[src/design/fprx_pkg.sv]
// Package for the framed packet receiver.
// Holds framing constants, result codes, the result struct and the CRC-8 fold.
// No dependencies; used by fprx_core, fprx_out_stage and the top level.
`default_nettype none

package fprx_pkg;

  // Framing bytes
  localparam logic [7:0] FEND  = 8'hC0;
  localparam logic [7:0] FESC  = 8'hDB;
  localparam logic [7:0] TFEND = 8'hDC;
  localparam logic [7:0] TFESC = 8'hDD;

  // CRC constants (reflected Dallas/1-Wire)
  localparam logic [7:0] CRC_TAP    = 8'h18;
  localparam logic [7:0] SEED_RESET = 8'hDE;
  localparam logic [7:0] TOP_BIT    = 8'h80;
  localparam logic [7:0] LOW7       = 8'h7F;

  typedef enum logic [1:0] {
    KIND_DATA   = 2'd0,
    KIND_ACCEPT = 2'd1,
    KIND_REJECT = 2'd2
  } kind_t;

  typedef enum logic [1:0] {
    CAUSE_ESC = 2'd0,
    CAUSE_CMD = 2'd1,
    CAUSE_CRC = 2'd2
  } cause_t;

  typedef struct packed {
    kind_t      kind;
    logic [7:0] data_byte;
    logic [7:0] data_index;
    logic [6:0] address;
    logic [6:0] command;
    logic [7:0] length;
    cause_t     reject_cause;
  } res_t;

  // One byte through the reflected CRC-8, LSB first
  function automatic logic [7:0] crc_fold(input logic [7:0] crc, input logic [7:0] b);
    logic [7:0] c;
    c = crc;
    for (int k = 0; k < 8; k++) begin
      if (c[0] ^ b[k]) begin
        c = ((c ^ CRC_TAP) >> 1) | TOP_BIT;
      end else begin
        c = c >> 1;
      end
    end
    return c;
  endfunction

endpackage

`default_nettype wire

[src/design/fprx_rx_if.sv]
// Input channel of the framed packet receiver: one raw byte per transfer.
// Stand-alone interface, no dependencies.
`default_nettype none

interface fprx_rx_if;
  logic       valid;
  logic       ready;
  logic [7:0] rx_byte;

  modport source (output valid, output rx_byte, input ready);
  modport sink   (input valid, input rx_byte, output ready);
endinterface

`default_nettype wire

[src/design/fprx_res_if.sv]
// Result channel of the framed packet receiver: one report per transfer.
// Stand-alone interface, no dependencies.
`default_nettype none

interface fprx_res_if;
  logic       valid;
  logic       ready;
  logic [1:0] kind;
  logic [7:0] data_byte;
  logic [7:0] data_index;
  logic [6:0] address;
  logic [6:0] command;
  logic [7:0] length;
  logic [1:0] reject_cause;

  modport source (output valid, output kind, output data_byte, output data_index,
                  output address, output command, output length, output reject_cause,
                  input ready);
  modport sink   (input valid, input kind, input data_byte, input data_index,
                  input address, input command, input length, input reject_cause,
                  output ready);
endinterface

`default_nettype wire

[src/design/fprx_in_stage.sv]
// Input register of the framed packet receiver.
// Depends on fprx_rx_if; holds one accepted byte until the core takes it.
`default_nettype none

module fprx_in_stage (
  input  wire logic   clk,
  input  wire logic   rst,
  fprx_rx_if.sink     rx,
  input  wire logic   advance,
  output logic        byte_vld,
  output logic [7:0]  byte_q
);

  // Accept when empty or when the held byte moves on this cycle
  assign rx.ready = !byte_vld || advance;

  always_ff @(posedge clk) begin
    if (rst) begin
      byte_vld <= 1'b0;
    end else if (rx.ready) begin
      byte_vld <= rx.valid;
    end
  end

  // Payload, no reset
  always_ff @(posedge clk) begin
    if (rx.valid && rx.ready) begin
      byte_q <= rx.rx_byte;
    end
  end

endmodule

`default_nettype wire

[src/design/fprx_core.sv]
// Frame decoder: hunt, unescape, header/payload parsing and CRC-8 check.
// Depends on fprx_pkg; processes one byte per step and yields at most one result.
`default_nettype none

module fprx_core (
  input  wire logic        clk,
  input  wire logic        rst,
  input  wire logic        step,
  input  wire logic [7:0]  in_byte,
  input  wire logic [7:0]  crc_seed,
  output logic             res_vld,
  output fprx_pkg::res_t   res
);

  typedef enum logic [2:0] {
    PH_HUNT  = 3'd0,
    PH_FIRST = 3'd1,
    PH_CMD   = 3'd2,
    PH_LEN   = 3'd3,
    PH_DATA  = 3'd4,
    PH_CRC   = 3'd5
  } phase_t;

  phase_t     phase, phase_next;
  logic       escape_pending, escape_pending_next;
  logic [7:0] crc_reg, crc_reg_next;
  logic [6:0] addr_reg, addr_reg_next;
  logic [6:0] cmd_reg, cmd_reg_next;
  logic [7:0] len_reg, len_reg_next;
  logic [7:0] byte_count, byte_count_next;

  logic [7:0] b;
  logic       take;
  logic [7:0] crc_src;
  logic [7:0] fold_byte;
  logic [7:0] crc_calc;
  logic [7:0] count_inc;

  // Single CRC fold; operands chosen by phase
  always_comb begin
    b = in_byte;
    if (escape_pending) begin
      if (in_byte == fprx_pkg::TFEND) begin
        b = fprx_pkg::FEND;
      end else if (in_byte == fprx_pkg::TFESC) begin
        b = fprx_pkg::FESC;
      end
    end
    if (phase == PH_HUNT) begin
      crc_src   = crc_seed;
      fold_byte = fprx_pkg::FEND;
    end else begin
      crc_src   = crc_reg;
      // First byte (address or command) enters the CRC with bit 7 cleared
      fold_byte = (phase == PH_FIRST) ? (b & fprx_pkg::LOW7) : b;
    end
    crc_calc  = fprx_pkg::crc_fold(crc_src, fold_byte);
    count_inc = byte_count + 8'd1;
  end

  // Next state and result
  always_comb begin
    phase_next          = phase;
    escape_pending_next = escape_pending;
    crc_reg_next        = crc_reg;
    addr_reg_next       = addr_reg;
    cmd_reg_next        = cmd_reg;
    len_reg_next        = len_reg;
    byte_count_next     = byte_count;
    take                = 1'b0;
    res_vld             = 1'b0;
    res.kind            = fprx_pkg::KIND_DATA;
    res.data_byte       = 8'd0;
    res.data_index      = 8'd0;
    res.address         = addr_reg;
    res.command         = cmd_reg;
    res.length          = len_reg;
    res.reject_cause    = fprx_pkg::CAUSE_ESC;

    if (phase == PH_HUNT) begin
      // Frame end starts a frame
      if (in_byte == fprx_pkg::FEND) begin
        crc_reg_next        = crc_calc;
        addr_reg_next       = 7'd0;
        cmd_reg_next        = 7'd0;
        len_reg_next        = 8'd0;
        byte_count_next     = 8'd0;
        escape_pending_next = 1'b0;
        phase_next          = PH_FIRST;
      end
    end else if (escape_pending) begin
      escape_pending_next = 1'b0;
      if (in_byte == fprx_pkg::TFEND || in_byte == fprx_pkg::TFESC) begin
        take = 1'b1;
      end else begin
        // Bad escape: byte consumed, frame rejected
        phase_next       = PH_HUNT;
        res_vld          = 1'b1;
        res.kind         = fprx_pkg::KIND_REJECT;
        res.reject_cause = fprx_pkg::CAUSE_ESC;
      end
    end else if (in_byte == fprx_pkg::FESC) begin
      escape_pending_next = 1'b1;
    end else begin
      take = 1'b1;
    end

    if (take) begin
      unique case (phase)
        PH_FIRST: begin
          crc_reg_next = crc_calc;
          if (b[7]) begin
            addr_reg_next = b[6:0];
            phase_next    = PH_CMD;
          end else begin
            cmd_reg_next = b[6:0];
            phase_next   = PH_LEN;
          end
        end
        PH_CMD: begin
          if (b[7]) begin
            phase_next       = PH_HUNT;
            res_vld          = 1'b1;
            res.kind         = fprx_pkg::KIND_REJECT;
            res.reject_cause = fprx_pkg::CAUSE_CMD;
          end else begin
            cmd_reg_next = b[6:0];
            crc_reg_next = crc_calc;
            phase_next   = PH_LEN;
          end
        end
        PH_LEN: begin
          len_reg_next    = b;
          byte_count_next = 8'd0;
          crc_reg_next    = crc_calc;
          phase_next      = (b != 8'd0) ? PH_DATA : PH_CRC;
        end
        PH_DATA: begin
          crc_reg_next    = crc_calc;
          byte_count_next = count_inc;
          if (count_inc == len_reg) begin
            phase_next = PH_CRC;
          end
          res_vld        = 1'b1;
          res.kind       = fprx_pkg::KIND_DATA;
          res.data_byte  = b;
          res.data_index = byte_count;
        end
        PH_CRC: begin
          crc_reg_next = crc_calc;
          phase_next   = PH_HUNT;
          res_vld      = 1'b1;
          if (crc_calc == 8'd0) begin
            res.kind = fprx_pkg::KIND_ACCEPT;
          end else begin
            res.kind         = fprx_pkg::KIND_REJECT;
            res.reject_cause = fprx_pkg::CAUSE_CRC;
          end
        end
        default: begin
          phase_next = PH_HUNT;
        end
      endcase
    end
  end

  // State registers
  always_ff @(posedge clk) begin
    if (rst) begin
      phase          <= PH_HUNT;
      escape_pending <= 1'b0;
      crc_reg        <= fprx_pkg::SEED_RESET;
      addr_reg       <= 7'd0;
      cmd_reg        <= 7'd0;
      len_reg        <= 8'd0;
      byte_count     <= 8'd0;
    end else if (step) begin
      phase          <= phase_next;
      escape_pending <= escape_pending_next;
      crc_reg        <= crc_reg_next;
      addr_reg       <= addr_reg_next;
      cmd_reg        <= cmd_reg_next;
      len_reg        <= len_reg_next;
      byte_count     <= byte_count_next;
    end
  end

  // Checks
  a_hunt_no_esc: assert property (@(posedge clk) disable iff (rst)
    phase == PH_HUNT |-> !escape_pending)
    else $error("escape pending while hunting");

  a_count_in_range: assert property (@(posedge clk) disable iff (rst)
    phase == PH_DATA |-> byte_count < len_reg)
    else $error("payload count past declared length");

  a_data_only_in_payload: assert property (@(posedge clk) disable iff (rst)
    res_vld && res.kind == fprx_pkg::KIND_DATA |-> phase == PH_DATA)
    else $error("payload result outside payload phase");

  a_frame_start: assert property (@(posedge clk) disable iff (rst)
    step && phase == PH_HUNT && in_byte == fprx_pkg::FEND |=> phase == PH_FIRST)
    else $error("frame end did not start a frame");

endmodule

`default_nettype wire

[src/design/fprx_out_stage.sv]
// Result register of the framed packet receiver.
// Depends on fprx_pkg and fprx_res_if; holds one result until it is taken.
`default_nettype none

module fprx_out_stage (
  input  wire logic       clk,
  input  wire logic       rst,
  input  wire logic       load,
  input  fprx_pkg::res_t  res_in,
  output logic            free,
  fprx_res_if.source      res
);

  logic           res_vld;
  fprx_pkg::res_t res_q;

  // Room for a new result when empty or draining this cycle
  assign free = !res_vld || res.ready;

  always_ff @(posedge clk) begin
    if (rst) begin
      res_vld <= 1'b0;
    end else if (load) begin
      res_vld <= 1'b1;
    end else if (res.ready) begin
      res_vld <= 1'b0;
    end
  end

  always_ff @(posedge clk) begin
    if (load) begin
      res_q <= res_in;
    end
  end

  assign res.valid        = res_vld;
  assign res.kind         = res_q.kind;
  assign res.data_byte    = res_q.data_byte;
  assign res.data_index   = res_q.data_index;
  assign res.address      = res_q.address;
  assign res.command      = res_q.command;
  assign res.length       = res_q.length;
  assign res.reject_cause = res_q.reject_cause;

endmodule

`default_nettype wire

[src/design/framed_packet_receiver_top.sv]
// Top level of the framed packet receiver: input register, decoder, result register.
// Depends on fprx_pkg, fprx_rx_if, fprx_res_if, fprx_in_stage, fprx_core, fprx_out_stage.
//
//   channel   direction  payload                                        transfer when
//   rx        in         rx_byte[7:0]                                   rx.valid & rx.ready
//   res       out        kind, data_byte, data_index, address,          res.valid & res.ready
//                        command, length, reject_cause
//   cfg       in         cfg_wdata[7:0] -> crc_seed                     cfg_we
//
// One byte per cycle sustained while results are taken; a byte enters the input register
// at its transfer, and its result is loaded into the result register as the decoder takes it.
// The decoder's single CRC-8 fold sits between the input and result registers.
// Reset (rst, synchronous) empties both registers, starts hunting, seed 0xDE.
// A held result that is not taken stalls the decoder for every byte, with or without
// a result; rx.ready then drops once the input register holds a byte.
`default_nettype none

module framed_packet_receiver_top (
  input  wire logic       clk,
  input  wire logic       rst,
  fprx_rx_if.sink         rx,
  fprx_res_if.source      res,
  input  wire logic       cfg_we,
  input  wire logic [7:0] cfg_wdata
);

  logic           byte_vld;
  logic [7:0]     byte_q;
  logic           advance;
  logic           out_free;
  logic           core_res_vld;
  fprx_pkg::res_t core_res;
  logic [7:0]     crc_seed;

  // Seed register
  always_ff @(posedge clk) begin
    if (rst) begin
      crc_seed <= fprx_pkg::SEED_RESET;
    end else if (cfg_we) begin
      crc_seed <= cfg_wdata;
    end
  end

  // Held byte moves on when the result register has room
  assign advance = byte_vld && out_free;

  fprx_in_stage u_in (
    .clk      (clk),
    .rst      (rst),
    .rx       (rx),
    .advance  (advance),
    .byte_vld (byte_vld),
    .byte_q   (byte_q)
  );

  fprx_core u_core (
    .clk      (clk),
    .rst      (rst),
    .step     (advance),
    .in_byte  (byte_q),
    .crc_seed (crc_seed),
    .res_vld  (core_res_vld),
    .res      (core_res)
  );

  fprx_out_stage u_out (
    .clk    (clk),
    .rst    (rst),
    .load   (advance && core_res_vld),
    .res_in (core_res),
    .free   (out_free),
    .res    (res)
  );

endmodule

`default_nettype wire
[src/flat_wrapper.sv]
// flat-port wrapper written by rule: the top's interface ports become plain ports
module framed_packet_receiver_top_flat 
  (clk, rst, cfg_we, cfg_wdata, rx_valid, rx_rx_byte, rx_ready, res_valid, res_kind, res_data_byte, res_data_index, res_address, res_command, res_length, res_reject_cause, res_ready);
  fprx_rx_if rx_i ();
  fprx_res_if res_i ();
  input  wire logic clk;
  input  wire logic rst;
  input  wire logic cfg_we;
  input  wire logic [7:0] cfg_wdata;
  input wire logic [$bits(rx_i.valid)-1:0] rx_valid;
  input wire logic [$bits(rx_i.rx_byte)-1:0] rx_rx_byte;
  output wire logic [$bits(rx_i.ready)-1:0] rx_ready;
  output wire logic [$bits(res_i.valid)-1:0] res_valid;
  output wire logic [$bits(res_i.kind)-1:0] res_kind;
  output wire logic [$bits(res_i.data_byte)-1:0] res_data_byte;
  output wire logic [$bits(res_i.data_index)-1:0] res_data_index;
  output wire logic [$bits(res_i.address)-1:0] res_address;
  output wire logic [$bits(res_i.command)-1:0] res_command;
  output wire logic [$bits(res_i.length)-1:0] res_length;
  output wire logic [$bits(res_i.reject_cause)-1:0] res_reject_cause;
  input wire logic [$bits(res_i.ready)-1:0] res_ready;
  assign rx_i.valid = rx_valid;
  assign rx_i.rx_byte = rx_rx_byte;
  assign rx_ready = rx_i.ready;
  assign res_valid = res_i.valid;
  assign res_kind = res_i.kind;
  assign res_data_byte = res_i.data_byte;
  assign res_data_index = res_i.data_index;
  assign res_address = res_i.address;
  assign res_command = res_i.command;
  assign res_length = res_i.length;
  assign res_reject_cause = res_i.reject_cause;
  assign res_i.ready = res_ready;
  framed_packet_receiver_top u_core (.clk(clk), .rst(rst), .rx(rx_i), .res(res_i), .cfg_we(cfg_we), .cfg_wdata(cfg_wdata));
endmodule
[config.mk]
export PLATFORM = sky130hd
export DESIGN_NAME = framed_packet_receiver_top_flat
export DESIGN_NICKNAME = d
export VERILOG_FILES = /design/src/design/fprx_pkg.sv /design/src/design/fprx_rx_if.sv /design/src/design/fprx_res_if.sv /design/src/design/fprx_in_stage.sv /design/src/design/fprx_core.sv /design/src/design/fprx_out_stage.sv /design/src/design/framed_packet_receiver_top.sv /design/src/flat_wrapper.sv
export SDC_FILE = /design/constraint.sdc
export NUM_CORES = 1
export LEC_CHECK = 0
export BUFFER_PORTS_ARGS = -buffer_cell sky130_fd_sc_hd__buf_4
export CORE_MARGIN = 1
export CORE_UTILIZATION = 60
export CTS_CLUSTER_SIZE = 25
export DETAILED_ROUTE_END_ITERATION = 8
export PLACE_DENSITY = 0.8
export SLEW_MARGIN = 40
export SYNTH_ARGS = -nofsm -noshare
export SYNTH_HDL_FRONTEND = slang
export SYNTH_HIERARCHICAL = 1
export SYNTH_SLANG_ARGS = --single-unit
[constraint.sdc]
create_clock -name clk -period 4.2 [get_ports clk]
set_input_delay 0.42 -clock clk [delete_from_list [all_inputs] [get_ports clk]]
set_output_delay 0.42 -clock clk [all_outputs]
set_load 0.03 [all_outputs]
Yosys cells after proc, flatten, opt, wreduce, memory -nomap -nowiden
Cells that the tools add are included.

Bits of input ports: 21. Output and inout bits: 44. Logic and storage cells: 137. Bits in registers: 102.

Bitwise operators: 16. Reduce and logical (&&, ||, !) cells: 17. Equality and inequality tests: 11. Multiplexer cells: 74. $add $sub $neg: 1.

Operators by type and width (number): $mux 8 (25); $mux 7 (10); $eq 8x8->1 const B (4); $pmux 8 s2 (2); $mux 1 (18); $mux 18 (1); $mux 3 (6); $mux 16 (1); $not 2->2 (8); $mux 2 (7); $pmux 3 s4 (1); $add 8x1->8 const B (1); $eq 8x8->1 (1); $logic_not 8->1 (1); $reduce_bool 8->1 (1); $xor 1x1->1 (8); $eq 3x2->1 const B (2); $eq 3x3->1 const B (2); $pmux 2 s3 (1); $pmux 2 s2 (1); $reduce_and 2->1 (2); $reduce_or 2->1 (2); $reduce_or 4->1 (1); $eq 3x1->1 const B (1); 7 further kinds (12).

Depth between registers and ports, before layout
Gate-level depths: netlist of run 1.

Depth after elaboration: 27. Depth in mapped cells: 9. Depth with buffers taken out: 8.

Hierarchy
Netlist of run 1, hierarchy kept.

By module, submodules not included: fprx_core (sequential area each 840.8 µm², instances 1, cells each 368, area each 2994.1 µm²); fprx_out_stage (sequential area each 1281.2 µm², instances 1, cells each 46, area each 1307.5 µm²); framed_packet_receiver_top (sequential area each 160.2 µm², instances 1, cells each 28, area each 322.8 µm²); fprx_in_stage (sequential area each 260.2 µm², instances 1, cells each 13, area each 295.3 µm²).

Worst setup path after synthesis of run 1
Ideal clock, no wire load.

Path kind: register to register. Start: reg u_core.u_in.byte_q[7]. End: reg u_core.u_out.res_q, in the netlist u_core/u_out/res.address[0] (enable). Setup slack: 1.509 ns. Data arrival time: 2.286 ns. Clock period less this slack: 2.691 ns. Cell stages (with the launch flop): 7. Path buffers: 1. Required time: 3.795 ns. Library setup time: 0.405 ns. Cell sequence: edfxtp_1 -> clkbuf_1 -> nand3_1 -> nor3_2 -> a211o_1 -> a21oi_1 -> and3_1.

Cells in the longest elaborated chain, start to end: 9. Elaborated cells on any way between the ends: 18. Classes of those cells: eq/ne: 3; mux: 13; reduce/logical: 2.

Ends and longest elaborated chain: start: declaration (RTL line fprx_in_stage.sv:11) `output logic [7:0] byte_q`; start signal: assignment (RTL line fprx_in_stage.sv:28) `byte_q <= rx.rx_byte;`; $eq 8x8->1, on equally long branches (RTL line fprx_core.sv:43, fprx_core.sv:93, fprx_core.sv:45); $logic_or 1x1->1 (RTL line fprx_core.sv:93) `if (in_byte == fprx_pkg::TFEND || in_byte == fprx_pkg::TFESC) begin`; $mux 1 (RTL line fprx_core.sv:93); $mux 1 (RTL line fprx_core.sv:91) `end else if (escape_pending) begin`; $mux 1 (RTL line fprx_core.sv:80) `if (phase == PH_HUNT) begin`; $mux 1 (RTL line fprx_core.sv:121) `if (b[7]) begin`; $pmux 1 s2 (RTL line fprx_core.sv:109) `unique case (phase)`; $mux 1 (*) (RTL line fprx_core.sv:108) `if (take) begin`; named net u_core.core_res_vld (RTL line framed_packet_receiver_top.sv:31) `logic core_res_vld;`; $logic_and 1x1->1 (*) (RTL line framed_packet_receiver_top.sv:69) `.load (advance && core_res_vld),`; end signal: assignment (RTL line fprx_out_stage.sv:32) `res_q <= res_in;`; end: declaration (RTL line fprx_out_stage.sv:15) `fprx_pkg::res_t res_q;`.

Mark *: on every way through the listed nets, which the timed path passes. The rest lies on a longest branch. A chain may end at the register's enable or synchronous reset.

==> impl_metrics.json, run 1 <==
{
  "outcome": "complete, no violations",
  "netlist_area_sq_um": 4920,
  "cts.sinks": 102,
  "crit_type": "reg2reg",
  "gp_congestion": 0.9217,
  "grt_pass1_vias": 3564,
  "crit_path_max_fanout": 11,
  "wl_met2_mm": 5.041,
  "cts_root_buf": "clkbuf_8",
  "vias": 3768,
  "seqCellArea_sq_um": 2542,
  "cts_inserted_buffers": 9,
  "fmax_mhz": 346.1,
  "p_per_area_nw_per_um2": 314.6,
  "rows": 32,
  "synth_fp_nets": 477,
  "htree_levels": 3,
  "tns_ns": 0,
  "fin_skew_ns": 0.01839,
  "p_leak_uw": 0.001979,
  "synth_area_leaders": "edfxtp_1 (31%), dfxtp_1 (21%), nor2_1 (4.3%)",
  "grt_antenna_before_repair": 0,
  "clk_pin_slew_ns": 0.09,
  "nFillCells": 602,
  "slew_headroom": 0.5572,
  "first_iter_violations": 406,
  "min_period_ns": 2.889,
  "endpoint_kind": "flip-flop",
  "cts_setup_buffers": 0,
  "synth_top_flop_cell": "dfxtp_1",
  "drt_wl_total_mm": 10.82,
  "crit_start": "u_core/u_in/byte_q[6]",
  "max_cap_viol_count": 0,
  "die_w_um": 92.55,
  "num-nets-final": 532,
  "holdCritPathClass": "in2reg",
  "drt-pass1-iter-count": 5,
  "antennaDiodeCount": 0,
  "drc_errors": 0,
  "initial_core_util": 0.6269,
  "wl_met1_mm": 4.766,
  "critPathRequiredTime_ns": 4.31,
  "finalMaxSlewViolations": 0,
  "timing.rr.start": "u_core/u_in/byte_q[6]",
  "synth_top_area_frac": 0.3052,
  "setup_viol": 0,
  "r2r_slack_ns": 1.31,
  "yosysSeqAreaShare": 0.5168,
  "synthToLayoutAreaGrowth_pct": 14.29,
  "worst_pin_slew_ns": 0.6550,
  "dp_hpwl_mm": 7.443,
  "yosysTopAreaCell": "edfxtp_1",
  "clkLatencyLatePin_ns": 0.37,
  "hold_viol_final": 0,
  "yosysUniqueCellTypes": 72,
  "via_per_inst": 6.107,
  "grt_max_degree": 56,
  "cp.arrival_ns": 3.00,
  "grt_pass1_wl_mm": 17.43,
  "finalCritPeriodShare": 0.6879,
  "cts_tree": "built",
  "wl_met3_um": 727,
  "die_h_um": 92.55,
  "holdWs_ns": 0.2305,
  "synth_seq_cells": 102,
  "dieArea_sq_um": 8566,
  "vdd_drop_max_v": 0.0002328,
  "syn_inst": 455,
  "worstHoldStart": "rx_rx_byte[7]",
  "grt_use_total": 0.2652,
  "layout-drive-gt1-share": 0.2214,
  "portBuffers": 64,
  "wl_per_cell_um": 17.53,
  "top_layer_used": "met4",
  "core_area_sq_um": 7848,
  "multiInputGateArea_sq_um": 2223,
  "synthArstFlopShare": 0,
  "yosysWarnings": 6,
  "clockBufferDepth": 2,
  "overflow": 0,
  "postRouteAntennaNets": 0,
  "io_pins": 65,
  "cts_resized": 0,
  "ctsHoldBuffers": 0,
  "avgSynthCellArea_sq_um": 10.81,
  "synth_edf_count": 50,
  "critPathLaunchType": "flip-flop",
  "rsz0062_at_grt": "no"
}
[Yosys cell counts (3+ instances only)]
library cell	number
a211o_1	9
a21oi_1	20
a21oi_2	3
a22oi_1	24
and2_1	16
and2b_4	3
and3_1	4
and4b_1	3
buf_2	6
buf_6	3
clkbuf_1	11
dfxtp_1	52
edfxtp_1	50
inv_1	9
mux2i_1	4
nand2_1	25
nand3_1	9
nand3b_1	5
nor2_1	57
nor3_1	13
nor4_1	3
o211ai_1	3
o21ai_0	14
o21ai_1	6
or3_1	7
or4_1	4
xnor2_1	20
xnor3_1	4
xor2_1	8
[critical path: stages, from the launching register on]
cell and delay, ns:
edfxtp_1 0.64, and4b_1 0.51, a31oi_4 0.21, a221oi_4 0.45, nand2_1 0.08, or4_1 0.53, nor2_1 0.16, o21ai_1 0.08
[metrics by stage]
step           total power [uW]  instances  setup WS, ns  instance area [sq um]    util
4_1_cts                    1780        616         1.216                   5612  0.7151
3_3_place_gp               1216        600         1.303                   5426  0.6915
6_report                   1769        617         1.311                   5623  0.7165
5_1_grt                    1825        617         1.139                   5623  0.7165
2_1_floorplan              1180        455         1.509                   4920       -
3_5_place_dp               1219        600         1.227                   5430  0.6920
[metal layers]
layer,global-route usage,vias to the layer above
met5,0,-
met4,0.1172,0
met3,0.04351,25
met2,0.4130,176
met1,0.3659,1785
li1,-,1782
[path summary, 6_finish.rpt]
| path | end | cells after the start |
|---|---|---|
| worst max-delay path | u_core/u_out/res.kind[1] | 7 |
| worst min-delay path | u_core/u_in/byte_q[7] | 1 |
| worst max register to register | u_core/u_out/res.kind[1] | 7 |
| worst min register to register | u_core/u_out/res.command[1] | 0 |
[logic make-up (layout without fill, tap and decap cells)]
logic type	Yosys count	in the layout	share of synthesized area
xor+xnor	33	33	0.07147
fa+ha+maj	1	1	0.002543
mux	4	4	0.008139
compound gates	110	110	0.1763
flops	102	102	0.5168
simple gates	172	172	0.1925
buf+inv	33	93	0.03230
[layout make-up]
class	instances	area share
Tap cell	102	0.02270
Multi-Input combinational cell	320	0.3954
Clock inverter	6	0.009568
Timing Repair Buffer	68	0.09146
Inverter	9	0.006008
Sequential cell	102	0.4522
Clock buffer	10	0.02270
[cell usage in the layout, fill, tap and decap left out, types with 3 or more instances in the layout]
master and count:
a211o_1 9, xnor2_1 20, nor4_1 3, or4_1 4, nand2_1 25, nor3_1 13
buf_4 67, nand3_1 9, edfxtp_1 50, o21ai_1 6, nor2_1 57, a21oi_1 20
a21oi_2 3, o21ai_0 14, mux2i_1 4, xnor3_1 4, and4b_1 3, and2b_4 3
o211ai_1 3, dfxtp_1 52, or3_1 7, nand3b_1 5, clkbuf_8 9, a22oi_1 24
and3_1 3, xor2_1 8, inv_1 9, and2_1 16
[power breakdown]
group          switching [uW]  internal [uW]
logic                    69.3           65.1
registers                18.2           1050
clock network             344            226
total                     432           1340
No activity file was read; power rests on OpenSTA's default activity.
==> run 2, diff against run 1 <==
Settings changed: CORE_UTILIZATION 60 to 58, PLACE_DENSITY 0.8 to 0.78.
Clock period 4.2 ns to 2.8 ns, I/O delays scaled along.
==> run 2 against run 1 <==
Core utilization fell by 1.3 points. Critical path depth did not move. Combinational power rose by 68%. Critical endpoint unchanged. Worst setup slack got worse by 1.1 ns. Hold slack got worse by 0.14 ns. Sequential cell count did not move.
==> impl_metrics.json, run 2 (synthesized netlist as in run 1, its figures left out) <==
{
  "outcome": "complete, no violations",
  "whs_path_depth": 1,
  "drt_wl_total_mm": 11.41,
  "synthToLayoutAreaGrowth_pct": 17.55,
  "layout-drive-gt1-share": 0.2509,
  "pwr-share-seq": 0.587,
  "min_period_ns": 2.625,
  "dp.cells": 623,
  "num-nets-final": 551,
  "wl_per_cell_um": 17.85,
  "p_comb_frac": 0.083,
  "overflow": 0,
  "power.internal_uw": 2019,
  "max_cap_viol_count": 0,
  "cp_cell_sequence": "and4b_1 -> a41o_1 -> a221oi_4 -> nand2_1 -> or4_1 -> nor2_1 -> o21ai_1",
  "cts_root_buf": "clkbuf_8",
  "postRouteAntennaNets": 0,
  "grt_pass1_wl_mm": 18.29,
  "finalMaxSlewViolations": 0,
  "clockBufferDepth": 2,
  "fmax_mhz": 380.9,
  "mostFrequentLayoutCells": "buf_4 (86), nor2_1 (57), dfxtp_1 (52), edfxtp_1 (50), nand2_1 (25)",
  "die_w_um": 94.10,
  "slew_headroom": 0.6055,
  "critPathSlowestCell": "or4_1",
  "worstRegToRegCells": 7,
  "net-switching-power_uw": 682.9,
  "cts.sinks": 102,
  "grt_antenna_before_repair": 0,
  "finalCritPeriodShare": 0.9376,
  "cts_tree": "built",
  "pre_cts_ws_ns": 0.1849,
  "clk_pin_slew_ns": 0.10,
  "fin_ws_ns": 0.1746,
  "max_stage_delay_ns": 0.53,
  "dieArea_sq_um": 8855,
  "die_h_um": 94.10,
  "antennaDiodeCount": 0,
  "hold_viol_final": 0,
  "crit_path_max_fanout": 6,
  "finalPower_uw": 2702,
  "worstHoldStart": "rx_rx_byte[6]",
  "worst_pin_slew_ns": 0.5918,
  "drc_errors": 0,
  "cts_inserted_buffers": 9,
  "critPathRequiredTime_ns": 2.93,
  "crit_start": "u_core/u_in/byte_q[3]",
  "io_pins": 65,
  "portBuffers": 64,
  "r2r-end": "u_core/u_out/res.kind[1]",
  "p_per_area_nw_per_um2": 467.3,
  "rsz0062_at_grt": "no",
  "fin_cells": 639,
  "timing.rr.start": "u_core/u_in/byte_q[3]",
  "vias": 3835,
  "fin_skew_ns": 0.01250,
  "endpoint_kind": "flip-flop",
  "cp_num_buf_inv": 0,
  "critPathLaunchType": "flip-flop",
  "rows": 33,
  "via_per_inst": 6.002,
  "drt-pass1-iter-count": 5,
  "holdCritPathClass": "in2reg",
  "layout.cells.most_common": "buf_4",
  "grt_max_degree": 56,
  "tns_ns": 0,
  "core_area_sq_um": 8217,
  "dp_hpwl_mm": 8.123,
  "p_leak_uw": 0.002081,
  "initial_core_util": 0.5988,
  "ctsHoldBuffers": 0,
  "r2r_slack_ns": 0.17,
  "crit_family": "simple AND/OR/NAND/NOR gates",
  "grt_use_total": 0.2743,
  "cts_setup_buffers": 0,
  "grt_pass1_vias": 3657,
  "hold_end": "u_core/u_in/byte_q[6]",
  "vdd_drop_max_v": 0.0003687,
  "htree_levels": 3,
  "first_iter_violations": 323,
  "switching_share": 0.2527,
  "p_clk_frac": 0.330,
  "crit_type": "reg2reg",
  "clkLatencyLatePin_ns": 0.37,
  "cp.arrival_ns": 2.75,
  "setup_viol": 0,
  "cts_resized": 0,
  "gp_congestion": 0.9378
}
run 2: changes by cell type in the layout (fill, tap and decap cells not counted):
cell,delta
clkinv_8,+1
clkbuf_1,-1
buf_6,-1
clkinv_2,+1
and3_2,+1
buf_12,+1
and3_4,-1
buf_4,+19
clkinv_4,-1
run 2: how the worst max path moves through the flow:
stage                                             end  slack (ns)  cells past startpoint
after floorplan           u_core/u_out/res.address[0]        0.11                      6
after global placement       u_core/u_out/res.kind[1]        0.27                      7
after detailed placement     u_core/u_out/res.kind[1]        0.18                      7
after CTS                    u_core/u_out/res.kind[1]        0.18                      7
after global routing      u_core/u_core/byte_count[4]        0.02                      7
final                        u_core/u_out/res.kind[1]        0.17                      7
run 2: per-stage QoR:
step	util	hold slack, ns	area (sq um)
3_3_place_gp	0.6807	0.4181	5593
6_report	0.7038	0.08736	5783
4_1_cts	0.7038	0.07174	5783
5_1_grt	0.7038	0.06798	5783
3_5_place_dp	0.6807	0.4162	5593
2_1_floorplan	-	0.3424	4920
run 2: worst reg2reg max path, cell delays in order, from the launching register on:
cell	delay (ns)
edfxtp_1	0.51
and4b_1	0.37
a41o_1	0.30
a221oi_4	0.38
nand2_1	0.08
or4_1	0.53
nor2_1	0.15
o21ai_1	0.07
run 2: layout make-up:
cell class	instances	area (sq um)
fill	635	2434
timing repair buffer	87	665.6
clock inverter	7	66.31
clock buffer	9	123.9
tap	105	131.4
multi-input combinational	320	2220
inverter	9	33.78
sequential	102	2542
run 2: per-layer routing:
| layer | routed length, um | share of wire | up-vias | GRT usage |
|---|---|---|---|---|
| li1 | - | - | 1816 | - |
| met1 | 4654 | 0.41 | 1823 | 0.3486 |
| met2 | 5764 | 0.51 | 164 | 0.4550 |
| met3 | 694 | 0.061 | 32 | 0.05259 |
| met4 | 293 | 0.026 | 0 | 0.1167 |
| met5 | 0 | 0 | - | 0 |
run 2: power by group through the flow:
| stage | sequential, uW | clock [uW] | combinational (uW) |
|---|---|---|---|
| 2_1_floorplan | 1610 | 0 | 156 |
| 3_3_place_gp | 1620 | 0 | 219 |
| 3_5_place_dp | 1620 | 0 | 223 |
| 4_1_cts | 1590 | 906 | 224 |
| 5_1_grt | 1590 | 959 | 242 |
| 6_report | 1590 | 891 | 225 |
==> run 3, diff against run 2 <==
Settings changed: CORE_UTILIZATION 58 to 40, PLACE_DENSITY 0.78 to 0.57.
==> run 3 against run 2 <==
Critical path depth down 1. Clock skew fell by 0.0063 ns. Cell count rose by 6.7%. Clock power rose by 63%. Register-to-register slack improved by 0.03 ns. Clock-buffer cell count unchanged. Sequential power barely moved. Fmax increased by 1.2%. Power is 21% higher. Die area is 44% higher. Via count shrank 1.0%.
==> impl_metrics.json, run 3 (synthesized netlist as in run 1, its figures left out) <==
{
  "tns_ns": 0,
  "timing.rr.start": "u_core/u_in/byte_q[4]",
  "min_period_ns": 2.593,
  "grt_max_degree": 56,
  "core_area_sq_um": 12010,
  "clk_pin_slew_ns": 0.07,
  "drt_wl_total_mm": 11.91,
  "initial_core_util": 0.4096,
  "finalMaxSlewViolations": 0,
  "vias": 3796,
  "postRouteAntennaNets": 0,
  "slew_headroom": 0.5999,
  "synthToLayoutAreaGrowth_pct": 21.92,
  "layout.cells.most_common": "buf_4",
  "rsz0062_at_grt": "no",
  "r2r-end": "u_core/u_core/crc_reg[6]",
  "clkLatencyLatePin_ns": 0.35,
  "placed_cell_area_sq_um": 5653,
  "grt_pass1_wl_mm": 18.56,
  "worstHoldStart": "rx_rx_byte[7]",
  "holdWs_ns": 0.1054,
  "dieArea_sq_um": 12750,
  "grt_use_total": 0.1927,
  "gp_congestion": 0.8549,
  "final_area_sq_um": 5998,
  "htree_levels": 3,
  "finalCritPeriodShare": 0.9262,
  "hold_viol_final": 0,
  "r2r_slack_ns": 0.21,
  "ctsHoldBuffers": 0,
  "whs_path_depth": 1,
  "outcome": "complete, no violations",
  "endpoint_kind": "flip-flop",
  "fin_cells": 682,
  "dp.cells": 666,
  "drt-pass1-iter-count": 5,
  "fmax_mhz": 385.6,
  "cts_inserted_buffers": 9,
  "rows": 40,
  "fin_skew_ns": 0.006223,
  "cp.arrival_ns": 2.84,
  "crit_path_max_fanout": 7,
  "antennaDiodeCount": 0,
  "p_leak_uw": 0.002157,
  "cts.sinks": 102,
  "critPathLaunchType": "flip-flop",
  "critPathRequiredTime_ns": 3.05,
  "setup_viol": 0,
  "num-nets-final": 552,
  "clockBufferDepth": 2,
  "cts_tree": "built",
  "overflow": 0,
  "cts_resized": 0,
  "dp_hpwl_mm": 8.227,
  "wl_per_cell_um": 17.47,
  "portBuffers": 64,
  "max_cap_viol_count": 0,
  "mostFrequentLayoutCells": "buf_4 (87), nor2_1 (57), dfxtp_1 (52), edfxtp_1 (50), nand2_1 (25)",
  "crit_type": "reg2reg",
  "worstRegToRegCells": 6,
  "first_iter_violations": 236,
  "drc_errors": 0,
  "hold_end": "u_core/u_in/byte_q[7]",
  "nFillCells": 1150,
  "worst_pin_slew_ns": 0.6001,
  "die_h_um": 112.9,
  "die_w_um": 112.9,
  "vdd_drop_max_v": 0.0003200,
  "postLayoutCoreUtil": 0.4994,
  "grt_antenna_before_repair": 0,
  "layout-drive-gt1-share": 0.2523,
  "io_pins": 65,
  "cts_root_buf": "clkbuf_16",
  "holdCritPathClass": "in2reg",
  "via_per_inst": 5.566,
  "cts_setup_buffers": 0,
  "p_per_area_nw_per_um2": 543.6,
  "grt_pass1_vias": 3559
}
## run 3: cell type report
class | instances | area [sq um] | share of cell area
clock buffers | 9 | 225.2 | 0.03755
clock inverters | 7 | 120.1 | 0.02003
inverters | 9 | 33.78 | 0.005632
multi-input cells | 320 | 2220 | 0.3700
flip-flops and latches | 102 | 2542 | 0.4239
well taps | 147 | 183.9 | 0.03066
repair buffers | 88 | 673.1 | 0.1122
## run 3: worst max path at each step
stage          depth (start not counted)                   from                           to
2_1_floorplan                          6  u_core/u_in/byte_q[7]  u_core/u_out/res.address[0]
3_3_place_gp                           8  u_core/u_in/byte_q[6]     u_core/u_out/res.kind[1]
3_5_place_dp                           6  u_core/u_in/byte_q[4]     u_core/u_core/crc_reg[6]
4_1_cts                                6  u_core/u_in/byte_q[4]     u_core/u_core/crc_reg[6]
5_1_grt                                6  u_core/u_in/byte_q[4]     u_core/u_core/crc_reg[6]
6_report                               6  u_core/u_in/byte_q[4]     u_core/u_core/crc_reg[6]
## run 3: routing by layer
layer | vias up | track usage | part of all wire
met2 | 126 | 0.3198 | 0.48
met3 | 19 | 0.03428 | 0.049
met5 | - | 0 | 0
met1 | 1829 | 0.2444 | 0.45
li1 | 1822 | - | -
met4 | 0 | 0.09298 | 0.024
## run 3: metrics by stage
stage	power [uW]	worst slack (ns)
6_report	3260	0.2067
5_1_grt	3371	0.05698
4_1_cts	3287	0.2290
3_5_place_dp	1846	0.2367
3_3_place_gp	1843	0.3004
2_1_floorplan	1770	0.1091
## run 3: report_power, final
part / switching [uW] / leakage, uW / internal, uW / total, uW
Sequential: 16.3 / 0.000787 / 1570 / 1590
Combinational: 119 / 0.00120 / 107 / 227
Clock: 570 / 0.000166 / 878 / 1450
## run 3: critical path, cell delays in order, from the launching register on
cell and delay [ns]:
edfxtp_1 0.49, or4_1 0.52, or3_1 0.38, nor2_2 0.35
o21ai_1 0.27, a211o_1 0.33, a21o_1 0.15
